<file path="src/hw/rtl/rcls_pkg.sv">
// Shared types and constants for the RC line sensor reader.
package rcls_pkg;

	localparam int OUT_BITS     = 6;
	localparam int NUM_THR_REGS = 6;
	localparam int THR_BITS     = 16;
	localparam int LIMIT_BITS   = 3;
	localparam int CFG_IDX_BITS = 3;

	localparam logic [CFG_IDX_BITS-1:0] REG_DEBOUNCE = 3'd6;

	localparam logic [THR_BITS-1:0]   THR_RESET   = 16'd3000;
	localparam logic [LIMIT_BITS-1:0] LIMIT_RESET = 3'd5;

	localparam logic MODE_TICK = 1'b0;
	localparam logic MODE_POLL = 1'b1;

	localparam logic [1:0] PH_DRIVE  = 2'd0;
	localparam logic [1:0] PH_CHARGE = 2'd1;
	localparam logic [1:0] PH_WAIT   = 2'd2;

	typedef struct packed {
		logic                mode;
		logic [OUT_BITS-1:0] pin_levels;
	} rcls_in_t;

	typedef struct packed {
		logic [OUT_BITS-1:0] drive_enable;
		logic [OUT_BITS-1:0] line_mask;
	} rcls_out_t;

	typedef struct packed {
		logic oe;
		logic black;
	} rcls_lane_sts_t;

endpackage

</file>
<file path="src/hw/rtl/rc_line_sensor_reader.sv">
// Top level of the RC line sensor reader: config registers, lanes, merge.
//
//   port group   dir   handshake            payload
//   in_*         in    in_valid / in_stall   rcls_in_t  {mode, pin_levels}
//   out_*        out   out_valid / out_stall rcls_out_t {drive_enable, line_mask}
//   cfg_*        in    cfg_we               cfg_index, cfg_data
//
// One word in per cycle unless in_stall is high; a result word pushed into an empty buffer
// is visible in the cycle after acceptance. All lanes update in the accept cycle of a tick
// word; one increment and compare per lane sets the path. A two-entry output buffer lets
// input flow while a result waits; in_stall rises only when both entries are held.
// Reset: phases to drive, timers, counts and mask cleared, pins driven, thresholds
// 3000 and debounce limit 5.
module rc_line_sensor_reader #(
	parameter int CHANNELS   = 6,
	parameter int TIMER_BITS = 16
) (
	input  logic                                clk,
	input  logic                                arst_n,
	input  logic                                in_valid,
	output logic                                in_stall,
	input  rcls_pkg::rcls_in_t                  in_data,
	output logic                                out_valid,
	input  logic                                out_stall,
	output rcls_pkg::rcls_out_t                 out_data,
	input  logic                                cfg_we,
	input  logic [rcls_pkg::CFG_IDX_BITS-1:0]   cfg_index,
	input  logic [rcls_pkg::THR_BITS-1:0]       cfg_data
);
	import rcls_pkg::*;

	logic [THR_BITS-1:0]   thr_q [NUM_THR_REGS];
	logic [LIMIT_BITS-1:0] limit_q;
	logic                  in_acc, advance, full;
	rcls_lane_sts_t        sts [CHANNELS];

	always_ff @(posedge clk or negedge arst_n) begin
		if (!arst_n) begin
			for (int i = 0; i < NUM_THR_REGS; i++)
				thr_q[i] <= THR_RESET;
			limit_q <= LIMIT_RESET;
		end else if (cfg_we) begin
			if (cfg_index < CFG_IDX_BITS'(NUM_THR_REGS))
				thr_q[cfg_index] <= cfg_data;
			else if (cfg_index == REG_DEBOUNCE)
				limit_q <= cfg_data[LIMIT_BITS-1:0];
		end
	end

	assign in_stall = full;
	assign in_acc   = in_valid && !in_stall;
	assign advance  = in_acc && (in_data.mode == MODE_TICK);

	for (genvar g = 0; g < CHANNELS; g++) begin : g_lane
		localparam int TI = (g < NUM_THR_REGS) ? g : NUM_THR_REGS - 1;
		logic pin;
		if (g < OUT_BITS) begin : g_pin
			assign pin = in_data.pin_levels[g];
		end else begin : g_nopin
			assign pin = 1'b0;
		end
		rcls_lane #(
			.TIMER_BITS(TIMER_BITS)
		) u_lane (
			.clk      (clk),
			.arst_n   (arst_n),
			.advance  (advance),
			.pin      (pin),
			.threshold(thr_q[TI]),
			.limit    (limit_q),
			.sts_next (sts[g])
		);
	end

	rcls_merge #(
		.CHANNELS(CHANNELS)
	) u_merge (
		.clk      (clk),
		.arst_n   (arst_n),
		.push     (in_acc),
		.sts      (sts),
		.full     (full),
		.out_valid(out_valid),
		.out_stall(out_stall),
		.out_data (out_data)
	);

endmodule

</file>
<file path="src/hw/rtl/rcls_lane.sv">
// One sensor channel: drive/charge/wait sequencer, timer and debounce.
module rcls_lane #(
	parameter int TIMER_BITS = 16
) (
	input  logic                               clk,
	input  logic                               arst_n,
	input  logic                               advance,
	input  logic                               pin,
	input  logic [rcls_pkg::THR_BITS-1:0]      threshold,
	input  logic [rcls_pkg::LIMIT_BITS-1:0]    limit,
	output rcls_pkg::rcls_lane_sts_t           sts_next
);
	import rcls_pkg::*;

	localparam int CW = (TIMER_BITS > THR_BITS) ? TIMER_BITS : THR_BITS;
	localparam logic [TIMER_BITS-1:0] TMAX = {TIMER_BITS{1'b1}};

	logic [1:0]            phase_q, phase_d;
	logic [TIMER_BITS-1:0] elapsed_q, elapsed_d, el_inc;
	logic [LIMIT_BITS-1:0] cnt_q, cnt_d;
	logic                  black_q, black_d;
	logic                  oe_q, oe_d;
	logic                  timed_out;

	always_comb begin
		el_inc    = (elapsed_q != TMAX) ? elapsed_q + 1'b1 : elapsed_q;
		timed_out = (CW'(el_inc) > CW'(threshold)) || (el_inc == TMAX);
		phase_d   = phase_q;
		elapsed_d = elapsed_q;
		cnt_d     = cnt_q;
		black_d   = black_q;
		oe_d      = oe_q;
		unique case (phase_q)
			PH_CHARGE: begin
				oe_d      = 1'b0;
				elapsed_d = '0;
				phase_d   = PH_WAIT;
			end
			PH_WAIT: begin
				elapsed_d = el_inc;
				if (timed_out || !pin) begin
					if (timed_out) begin
						if (cnt_q < limit)
							cnt_d = cnt_q + 1'b1;
						else
							black_d = 1'b1;
					end else begin
						cnt_d   = '0;
						black_d = 1'b0;
					end
					oe_d    = 1'b1;
					phase_d = PH_DRIVE;
				end
			end
			default: begin
				oe_d    = 1'b1;
				phase_d = PH_CHARGE;
			end
		endcase
	end

	always_ff @(posedge clk or negedge arst_n) begin
		if (!arst_n) begin
			phase_q   <= PH_DRIVE;
			elapsed_q <= '0;
			cnt_q     <= '0;
			black_q   <= 1'b0;
			oe_q      <= 1'b1;
		end else if (advance) begin
			phase_q   <= phase_d;
			elapsed_q <= elapsed_d;
			cnt_q     <= cnt_d;
			black_q   <= black_d;
			oe_q      <= oe_d;
		end
	end

	assign sts_next.oe    = advance ? oe_d : oe_q;
	assign sts_next.black = advance ? black_d : black_q;

	a_wait_released: assert property (@(posedge clk) disable iff (!arst_n)
		(phase_q == PH_WAIT) |-> !oe_q)
		else $error("pin driven during wait phase");

	a_charge_zeroes: assert property (@(posedge clk) disable iff (!arst_n)
		(advance && phase_q == PH_CHARGE) |=> (phase_q == PH_WAIT && elapsed_q == '0))
		else $error("charge phase did not zero timer");

	a_poll_holds: assert property (@(posedge clk) disable iff (!arst_n)
		!advance |=> ($stable(phase_q) && $stable(elapsed_q) && $stable(black_q)))
		else $error("lane state moved without a tick");

endmodule

</file>
<file path="src/hw/rtl/rcls_merge.sv">
// Merge of lane status into result words and a two-entry output buffer.
module rcls_merge #(
	parameter int CHANNELS = 6
) (
	input  logic                      clk,
	input  logic                      arst_n,
	input  logic                      push,
	input  rcls_pkg::rcls_lane_sts_t  sts [CHANNELS],
	output logic                      full,
	output logic                      out_valid,
	input  logic                      out_stall,
	output rcls_pkg::rcls_out_t       out_data
);
	import rcls_pkg::*;

	rcls_out_t  wdata;
	rcls_out_t  ent_q [2];
	logic       wr_ptr_q, rd_ptr_q;
	logic [1:0] cnt_q;
	logic       pop;

	always_comb begin
		wdata = '0;
		for (int i = 0; i < OUT_BITS; i++) begin
			if (i < CHANNELS) begin
				wdata.drive_enable[i] = sts[i].oe;
				wdata.line_mask[i]    = sts[i].black;
			end
		end
	end

	assign pop       = out_valid && !out_stall;
	assign out_valid = (cnt_q != 2'd0);
	assign full      = (cnt_q == 2'd2);
	assign out_data  = ent_q[rd_ptr_q];

	always_ff @(posedge clk) begin
		if (push)
			ent_q[wr_ptr_q] <= wdata;
	end

	always_ff @(posedge clk or negedge arst_n) begin
		if (!arst_n) begin
			wr_ptr_q <= 1'b0;
			rd_ptr_q <= 1'b0;
			cnt_q    <= 2'd0;
		end else begin
			if (push)
				wr_ptr_q <= !wr_ptr_q;
			if (pop)
				rd_ptr_q <= !rd_ptr_q;
			if (push && !pop)
				cnt_q <= cnt_q + 2'd1;
			else if (pop && !push)
				cnt_q <= cnt_q - 2'd1;
		end
	end

	a_no_overfill: assert property (@(posedge clk) disable iff (!arst_n)
		(cnt_q != 2'd3) && !(push && full))
		else $error("output buffer overfilled");

	a_push_count: assert property (@(posedge clk) disable iff (!arst_n)
		(push && !pop) |=> (cnt_q == $past(cnt_q) + 2'd1))
		else $error("push lost");

	a_pass_through: assert property (@(posedge clk) disable iff (!arst_n)
		(push && cnt_q == 2'd0) |=> (out_valid && out_data == $past(wdata)))
		else $error("word not presented after push into empty buffer");

endmodule

</file>
<file path="config.mk">
export PLATFORM = sky130hd
export DESIGN_NAME = rc_line_sensor_reader
export DESIGN_NICKNAME = d
export VERILOG_FILES = /design/src/hw/rtl/rcls_pkg.sv /design/src/hw/rtl/rc_line_sensor_reader.sv /design/src/hw/rtl/rcls_lane.sv /design/src/hw/rtl/rcls_merge.sv
export SDC_FILE = /design/constraint.sdc
export NUM_CORES = 1
export LEC_CHECK = 0
export ABC_AREA = 1
export BUFFER_PORTS_ARGS = -buffer_cell sky130_fd_sc_hd__buf_2
export CORE_MARGIN = 10
export CORE_UTILIZATION = 50
export DETAILED_ROUTE_END_ITERATION = 8
export PLACE_DENSITY = 0.79
export SKIP_CTS_REPAIR_TIMING = 1
export SYNTH_ARGS = -nofsm -noshare
export SYNTH_HDL_FRONTEND = slang
export SYNTH_SLANG_ARGS = --single-unit
</file>
<file path="constraint.sdc">
create_clock -name clk -period 2.9 [get_ports clk]
set_clock_uncertainty 0.1 [all_clocks]
set_input_delay 0 -clock clk [delete_from_list [all_inputs] [get_ports clk]]
set_output_delay 0 -clock clk [all_outputs]
set_load 0.02 [all_outputs]
</file>
Word-level counts from Yosys, hierarchy flattened
Memory sizes are Yosys's and may differ from the RTL's. Index checks and enable logic that the tools add are counted.

$add $sub $neg: 14. Reductions and logical operators: 58. Bitwise gates (word level): 3. Eq/ne operators: 38. $lt $le $gt $ge: 15. Multiplexer cells: 91.

Operators by type and width (count): $pmux 16 s2 (6); $mux 16 (7); $add 16x1->16 const B (6); $bwmux 96 (1); $eq 16x16->1 const B (6); $gt 16x16->1 (6); $ne 16x16->1 const B (6); $demux 16 s3 (1); $mux 1 (44); $mux 3 (12); $reduce_and 2->1 (13); $pmux 2 s2 (6); $reduce_and 4->1 (6); $add 3x1->3 const B (6); $lt 3x3->1 (6); $mux 2 (8); $reduce_bool 2->1 (8); $eq 2x2->1 const B (7); $eq 2x1->1 const B (6); $logic_not 1->1 (12); $logic_or 1x1->1 (12); $ne 2x1->1 const B (6); $ne 2x2->1 const B (6); $pmux 1 s2 (6); 10 further kinds (16).

Bits of input ports: 31. Output and inout bits: 14. Bits in registers: 241. Logic and storage cells: 260. Memories: 1. Memory bits (writable): 24.

Memories: u_merge.ent_q (words 2, bits a word 12, read ports 1, clocked after memory_dff 0, wr ports 1, line rcls_merge.sv:17) `rcls_out_t ent_q [2];`.

Depth between registers and ports, before layout
Gate-level depths: netlist of the first run.

Word-level depth: 8. Depth in mapped cells: 22.

Modules after synthesis
A second synthesis of the first run with hierarchy kept.

Cell total of the unflattened synthesis: 2363. Area, all modules: 17860.9 µm².

Modules (own cells, without submodules): rcls_lane (g_lane[1].u_lane ...) (area each 2118.3 µm², cells each 305, times used 3, sequential area each 576.8 µm²); rcls_lane (g_lane[0].u_lane ...) (area each 2123.3 µm², cells each 304, times used 2, sequential area each 576.8 µm²); rc_line_sensor_reader (area each 4026.4 µm², cells each 443, times used 1, sequential area each 2532.4 µm²); rcls_lane (g_lane[3].u_lane) (area each 2135.8 µm², cells each 306, times used 1, sequential area each 576.8 µm²); rcls_merge (area each 1097.3 µm², cells each 91, times used 1, sequential area each 820.8 µm²).

Worst setup path before layout of the first run
OpenSTA, ideal clock, no wires.

Kind: reg-to-reg. From: register g_lane[1].u_lane.elapsed_q[0]. To: memory u_merge.ent_q[0][7] (netlist bit), data pin. Stages on the path, launching flop included: 17. Setup slack: 33 ps. Arrival: 2500 ps. Data required time: 2533 ps. Setup time: 267 ps. Cell sequence: dfrtp_1 ha_1 nand2_1 nor2_2 nand2_1 inv_2 nand3_2 buf_2 nand2_2 ha_1 nand2_1 nor4_1 nand3_1 nand2_1 nand4_1 nand2_1 a21oi_1.

RTL lines: from (decl) (line rcls_lane.sv:19) `logic [TIMER_BITS-1:0] elapsed_q, elapsed_d, el_inc;`; from (signal assigned) (line rcls_lane.sv:71) `elapsed_q <= elapsed_d;`; to (decl) (line rcls_merge.sv:17).

==> results of run 1 <==
==> cells in the mapped netlist <==
| library cell | number | area share [%] |
|---|---|---|
| nor2_8 | 1 | 0.12 |
| clkbuf_1 | 40 | 0.88 |
| buf_1 | 5 | 0.11 |
| nor2_1 | 150 | 3.3 |
| nand4_1 | 58 | 2.1 |
| inv_2 | 8 | 0.18 |
| buf_6 | 3 | 0.20 |
| or2_1 | 1 | 0.037 |
| nor2_2 | 30 | 1.1 |
| nor3_1 | 9 | 0.26 |
| a21oi_1 | 81 | 2.4 |
| xnor2_1 | 12 | 0.62 |
| a21o_1 | 1 | 0.044 |
| and2_1 | 2 | 0.074 |
| o22ai_1 | 2 | 0.074 |
| nand3_2 | 17 | 1.0 |
| o21ai_1 | 27 | 0.79 |
| o21bai_1 | 2 | 0.088 |
| edfxtp_1 | 24 | 4.2 |
| xor2_1 | 16 | 0.82 |
| o21a_1 | 2 | 0.088 |
| nand3_4 | 1 | 0.10 |
| o211ai_1 | 6 | 0.26 |
| a211oi_1 | 3 | 0.13 |
| inv_1 | 264 | 5.8 |
| nand3b_1 | 3 | 0.13 |
| nor4_1 | 3 | 0.11 |
| a21oi_2 | 1 | 0.051 |
| nor2_4 | 7 | 0.46 |
| nand3_1 | 208 | 6.1 |
| o21ai_0 | 216 | 6.4 |
| o32ai_1 | 5 | 0.26 |
| dfrtp_1 | 191 | 28 |
| nand2_4 | 3 | 0.20 |
| dfstp_2 | 50 | 7.7 |
| clkinv_1 | 1 | 0.022 |
| nand2_1 | 637 | 14 |
| buf_2 | 9 | 0.26 |
| buf_4 | 2 | 0.088 |
| nand2_2 | 20 | 0.74 |
| nand4_2 | 3 | 0.22 |
| ha_1 | 139 | 10 |
==> sequential cells by signal, indices dropped and copies added (netlist names), 2 cells and up <==
signal,count
g_lane.u_lane.black_q,6
thr_q,96
g_lane.u_lane.cnt_q,18
limit_q,3
u_merge.ent_q,24
g_lane.u_lane.oe_q,6
g_lane.u_lane.phase_q,12
u_merge.cnt_q,2
g_lane.u_lane.elapsed_q,96
==> final cells by class <==
type                            count  area, um^2
Tap cell                          448         561
Sequential cell                   265        6830
Clock inverter                     17         292
Antenna cell                        1        2.50
Inverter                          273        1030
Multi-Input combinational cell   1667       10600
Timing Repair Buffer              285        2260
Clock buffer                       39         825
Fill cell                        2454       11100
==> power groups by stage <==
stage / combinational [mW] / clock, mW / sequential (mW)
after global placement: 7.38 / 0 / 5.85
after global routing: 11.1 / 4.47 / 6.07
after floorplan: 4.98 / 0 / 5.71
after detailed placement: 7.78 / 0 / 5.89
after CTS: 7.87 / 4.32 / 5.85
final: 10.2 / 4.31 / 5.95
==> per-layer routing <==
metal / part of all wire (%) / up-vias / global-route usage [%]
li1: - / 7981 / -
met1: 39 / 8270 / 27.6
met2: 50 / 728 / 38.2
met3: 6.5 / 177 / 2.69
met4: 4.6 / 0 / 7.27
met5: 0 / - / 0
==> logic make-up (layout without fill, tap and decap cells) <==
logic type	after synthesis	after routing	synth area share, %
flops	265	265	40.1
xor+xnor	28	28	1.44
compound gates	346	346	10.5
fa+ha+maj	139	139	10.2
simple gates	1153	1154	30.2
other cells	0	1	0
buf+inv	332	614	7.57
==> final timing paths <==
| path | end |
|---|---|
| hold reg to reg | g_lane[1].u_lane.oe_q |
| setup reg to reg | u_merge.ent_q[1][6] |
| hold / removal | u_merge.rd_ptr_q |
| max in group asynchronous | g_lane[1].u_lane.elapsed_q[7] |
| setup / recovery | u_merge.ent_q[1][6] |
| min in group asynchronous | g_lane[2].u_lane.elapsed_q[14] |
==> worst max-delay path, stage by stage (launching register included) <==
cell and delay [ps]:
dfrtp_1 380, ha_2 240, nand2_2 80, nor2_4 190, nand4_1 230, nand2_1 140, nand2_1 90, inv_1 120
ha_1 180, inv_1 60, a21oi_2 120, o21ai_1 70, nand2_1 60, nand3_1 60, nand2_1 60, nand2_1 60
nand2_2 130, nand4_1 180, nand2_2 150, a21oi_2 80
==> results.sh, run 1 <==
export IMPL_whs_ps=187
export IMPL_power_total_mw=20.4
export IMPL_synth_area_mm2=0.0170
export IMPL_vdd_ir_drop_max_mv=0.650
export IMPL_max_cap_violations=0
export IMPL_worstSetupPathType="register to register"
export IMPL_insertion_delay_ps=580
export IMPL_outcome="finished with violations"
export IMPL_ys_types=42
export IMPL_layout_common_cells="nand2_1 (550), inv_1 (254), o21ai_0 (204)"
export IMPL_worstSetupStartpoint="g_lane[0].u_lane.elapsed_q[1]"
export IMPL_grt_antenna_before_repair=4
export IMPL_fin_crit_sh_pct=105
export IMPL_hp_start="out_stall"
export IMPL_r2r_setup_slack_ps=-140
export IMPL_placed_cells=2880
export IMPL_die_area_mm2=0.0418
export IMPL_rr_worst_depth=19
export IMPL_grt_usage_pct=21.9
export IMPL_final_common_cell="nand2_1"
export IMPL_drive_gt1_share_pct=28.0
export IMPL_end_kind="register"
export IMPL_ys_ff_latch=265
export IMPL_clock_power_share_pct=21.1
export IMPL_first_pass_iters=8
export IMPL_comb_power_share_pct=49.8
export IMPL_dieWidth_um=204
export IMPL_dpl_instance_area_mm2=0.0190
export IMPL_core_region_area_mm2=0.0335
export IMPL_vias_per_cell=5.73
export IMPL_p_sw_mw=8.72
export IMPL_yosysWarnings=0
export IMPL_dp_hpwl_um=34100
export IMPL_syn_area_per_cell_um2=7.52
export IMPL_drcViolationCount=0
export IMPL_ys_seq_area_share_pct=40.1
export IMPL_final_core_util_pct=66.8
export IMPL_required_ps=3120
export IMPL_internal_power_mw=11.7
export IMPL_layout_cell_area_non_filler_mm2=0.0224
export IMPL_setup_viol=45
export IMPL_max_slew_margin_rel_pct=31.8
export IMPL_place_ws_ps=-211
export IMPL_clock_sinks=265
export IMPL_hold_depth=5
export IMPL_tns_ps=-2150
export IMPL_hold_path_class="input port to register"
export IMPL_grt_overflow=0
export IMPL_port_buffers=44
export IMPL_ios=45
export IMPL_p_leak_nw=10.4
export IMPL_synth_fp_nets=2433
export IMPL_period_minus_slack_ps=3040
export IMPL_first_iter_violations=1560
export IMPL_grt_max_degree=83
export IMPL_die_y_um=204
export IMPL_layout_nets=2692
export IMPL_timing_fmax_mhz=329
export IMPL_cts_made_buffers=30
export IMPL_hold_viol=0
export IMPL_power_frac_seq_pct=29.1
export IMPL_grt_pass1_wl_um=75900
export IMPL_antenna_left=0
export IMPL_syn_inst=2263
export IMPL_rsz0062_at_grt="true"
export IMPL_cp_start_kind="register"
export IMPL_cts_tree="yes"
export IMPL_clockBufferDepth=3
export IMPL_root_buffer="clkbuf_16"
export IMPL_worstMarginPinSlew_ps=1020
export IMPL_areaGrowthSynthToFinish_pct=31.6
export IMPL_violations="negative setup slack"
export IMPL_worst_slack_ps=-140
export IMPL_cp_max_fo=4
export IMPL_grt_pass1_vias=15624
export IMPL_htree_levels=1
export IMPL_pwr_density_cell_mw_per_mm2=913
export IMPL_routedWlPerCell_um=17.7
export IMPL_netSwitchingFraction_pct=42.7
export IMPL_maxSlewViolCount=0
export IMPL_start_util_pct=50.7
export IMPL_critPathArrivalTime_ps=3260
export IMPL_row_count=67
export IMPL_vias=17156
export IMPL_place_gp_congestion=0.935
export IMPL_routed_wl_um=53100
export IMPL_r2r_start="g_lane[0].u_lane.elapsed_q[1]"
export IMPL_cts_reportedPaths_clkPinSlew_ps=70
export IMPL_fin_cells=2995
No activity file was read; power rests on OpenSTA's default activity.
==> run 2: changes to the inputs <==
- CORE_UTILIZATION: 50 -> 49
- CTS_BUF_LIST: unset -> sky130_fd_sc_hd__clkbuf_8
- PLACE_DENSITY: 0.79 -> 0.78
==> run 2 against run 1 <==
Compared with the run above: the flow still finishes with violations (negative setup slack); first-iteration DRC count grew 5.9%; highest routed layer unchanged; fmax shrank 0.81%; register-to-register slack lost 20 ps; non-clock buffer count grew 13; setup slack lost 25 ps; sequential cell count is the same.
==> results.sh, run 2 (synthesis results as in run 1) <==
export IMPL_critPathArrivalTime_ps=3300
export IMPL_hold_path_class="input port to register"
export IMPL_required_ps=3130
export IMPL_place_gp_congestion=0.906
export IMPL_fillCellCount=2542
export IMPL_hold_path_endpoint="u_merge.rd_ptr_q"
export IMPL_cp_common_cell="nand2_2"
export IMPL_ios=45
export IMPL_layout_common_cells="nand2_1 (525), inv_1 (271), o21ai_0 (205)"
export IMPL_wl_met2_um=26000
export IMPL_cp_start_kind="register"
export IMPL_timing_fmax_mhz=326
export IMPL_wl_met1_um=20600
export IMPL_cts_tree="yes"
export IMPL_core_region_area_mm2=0.0344
export IMPL_clockBufferDepth=3
export IMPL_first_iter_violations=1652
export IMPL_antenna_left=0
export IMPL_rsz0062_at_grt="true"
export IMPL_rr_worst_depth=17
export IMPL_root_buffer="clkbuf_8"
export IMPL_hp_start="out_stall"
export IMPL_num_antenna_cells=0
export IMPL_drcViolationCount=0
export IMPL_first_pass_iters=6
export IMPL_areaGrowthSynthToFinish_pct=32.7
export IMPL_r2r_end="u_merge.ent_q[0][10]"
export IMPL_outcome="finished with violations"
export IMPL_cp_max_fo=5
export IMPL_grt_pass1_wl_um=76000
export IMPL_worstSetupPathType="register to register"
export IMPL_worstMarginPinSlew_ps=988
export IMPL_r2r_start="g_lane[4].u_lane.elapsed_q[1]"
export IMPL_top_layer="met4"
export IMPL_p_sw_mw=8.62
export IMPL_met3WireLength_um=3860
export IMPL_period_minus_slack_ps=3060
export IMPL_slowest_stage="dfrtp_1"
export IMPL_pwr_density_cell_mw_per_mm2=882
export IMPL_routed_wl_um=52500
export IMPL_vias=17208
export IMPL_max_cap_violations=0
export IMPL_power_frac_seq_pct=29.9
export IMPL_vias_per_cell=5.65
export IMPL_cts_made_buffers=47
export IMPL_fin_crit_sh_pct=106
export IMPL_grt_antenna_before_repair=2
export IMPL_maxSlewViolCount=0
export IMPL_die_area_mm2=0.0426
export IMPL_clock_sinks=265
export IMPL_die_y_um=206
export IMPL_hold_depth=5
export IMPL_htree_levels=2
export IMPL_top_regs="g_lane.u_lane.elapsed_q: 96 flops, thr_q: 96 flops, u_merge.ent_q: 24 flops"
export IMPL_drive_gt1_share_pct=29.8
export IMPL_grt_overflow=0
export IMPL_dieWidth_um=206
export IMPL_port_buffers=44
export IMPL_cts_reportedPaths_clkPinSlew_ps=70
export IMPL_whs_ps=166
export IMPL_dp_hpwl_um=34100
export IMPL_max_slew_margin_rel_pct=34.0
export IMPL_grt_max_degree=87
export IMPL_grt_pass1_vias=15918
export IMPL_start_util_pct=49.5
export IMPL_violations="negative setup slack"
export IMPL_row_count=68
export IMPL_cpPeakStageDelay_ps=410
export IMPL_layout_nets=2722
export IMPL_insertion_delay_ps=600
export IMPL_routedWlPerCell_um=17.2
export IMPL_worst_slack_ps=-165
export IMPL_final_common_cell="nand2_1"
export IMPL_tns_ps=-2670
export IMPL_comb_power_share_pct=50.7
export IMPL_end_kind="register"
export IMPL_hold_viol=0
export IMPL_internal_power_mw=11.3
export IMPL_r2r_setup_slack_ps=-160
export IMPL_netSwitchingFraction_pct=43.3
export IMPL_vdd_ir_drop_max_mv=0.645
export IMPL_path_cells="ha_4 -> nand2_4 -> nor2_4 -> nand4_1 -> buf_6 -> nand2_2 -> ha_4 -> a21oi_2 -> o21ai_1 -> nand2_1 -> nand3_1 -> nand2_2 -> nand3_2 -> nand2_4 -> nand4_1 -> nand2_2 -> a21oi_2"
export IMPL_clock_power_share_pct=19.4
export IMPL_setup_viol=31
export IMPL_p_leak_nw=10.5
export IMPL_grt_usage_pct=21.8
==> run 2: changes by cell type in the layout (fill, tap and decap cells not counted), sizes merged <==
cell / change
bufinv: -2
clkinv: +10
clkinvlp: -4
inv: +11
dlygate4sd3: +1
buf: +11
clkbuf: +17
diode: -1
==> run 2: power groups by stage <==
stage                     sequential, mW  combinational, mW  clock [mW]
final                               5.95               10.1        3.85
after global routing                6.09               11.1        4.04
after CTS                           5.83               7.76        3.89
after detailed placement            5.87               7.71           0
after global placement              5.83               7.37           0
after floorplan                     5.71               4.98           0
==> run 2: per-stage QoR <==
stage          worst slack [ps]  instance area, um^2  power (mW)  utilization, %  std cells
2_1_floorplan              32.7                17000        10.7               -       2263
3_3_place_gp               -125                18900        13.2            55.1       2879
3_5_place_dp               -227                18900        13.6            55.1       2879
4_1_cts                    -277                20000        17.5            58.0       2966
5_1_grt                    -325                22600        21.2            65.7       3045
6_report                   -165                22600        19.9            65.7       3045
==> run 2: worst max path at each step <==
stage,cells past startpoint,startpoint,endpoint
3_5_place_dp,19,g_lane[1].u_lane.elapsed_q[0],u_merge.ent_q[0][1]
5_1_grt,17,g_lane[4].u_lane.elapsed_q[0],u_merge.ent_q[1][10]
6_report,17,g_lane[4].u_lane.elapsed_q[1],u_merge.ent_q[0][10]
2_1_floorplan,16,g_lane[1].u_lane.elapsed_q[0],u_merge.ent_q[0][7]
3_3_place_gp,20,g_lane[2].u_lane.elapsed_q[0],u_merge.ent_q[0][8]
4_1_cts,19,g_lane[1].u_lane.elapsed_q[0],u_merge.ent_q[1][1]
==> run 2: layer usage <==
layer  vias up  GRT usage, %
met3       166          3.20
met5         -             0
met2       734          37.3
met4         0          7.97
li1       8032             -
met1      8276          27.3
==> run 2: cell type report <==
cell class | instances | area [um^2] | share of cell area (%)
flip-flops and latches | 265 | 6830 | 30.3
well taps | 455 | 569 | 2.52
clock buffers | 55 | 757 | 3.35
inverters | 273 | 1030 | 4.56
multi-input cells | 1667 | 10700 | 47.5
clock inverters | 32 | 262 | 1.16
repair buffers | 298 | 2390 | 10.6
==> run 2: worst max-delay path, delay by kind of cell (launching register included) <==
family | cells | cell delay, ps
AO/OA/AOI/OAI | 3 | 350
adder cells (fa/ha/maj) | 2 | 390
AND/OR/NAND/NOR | 11 | 1340
buffers and inverters | 1 | 220
flip-flops | 1 | 410
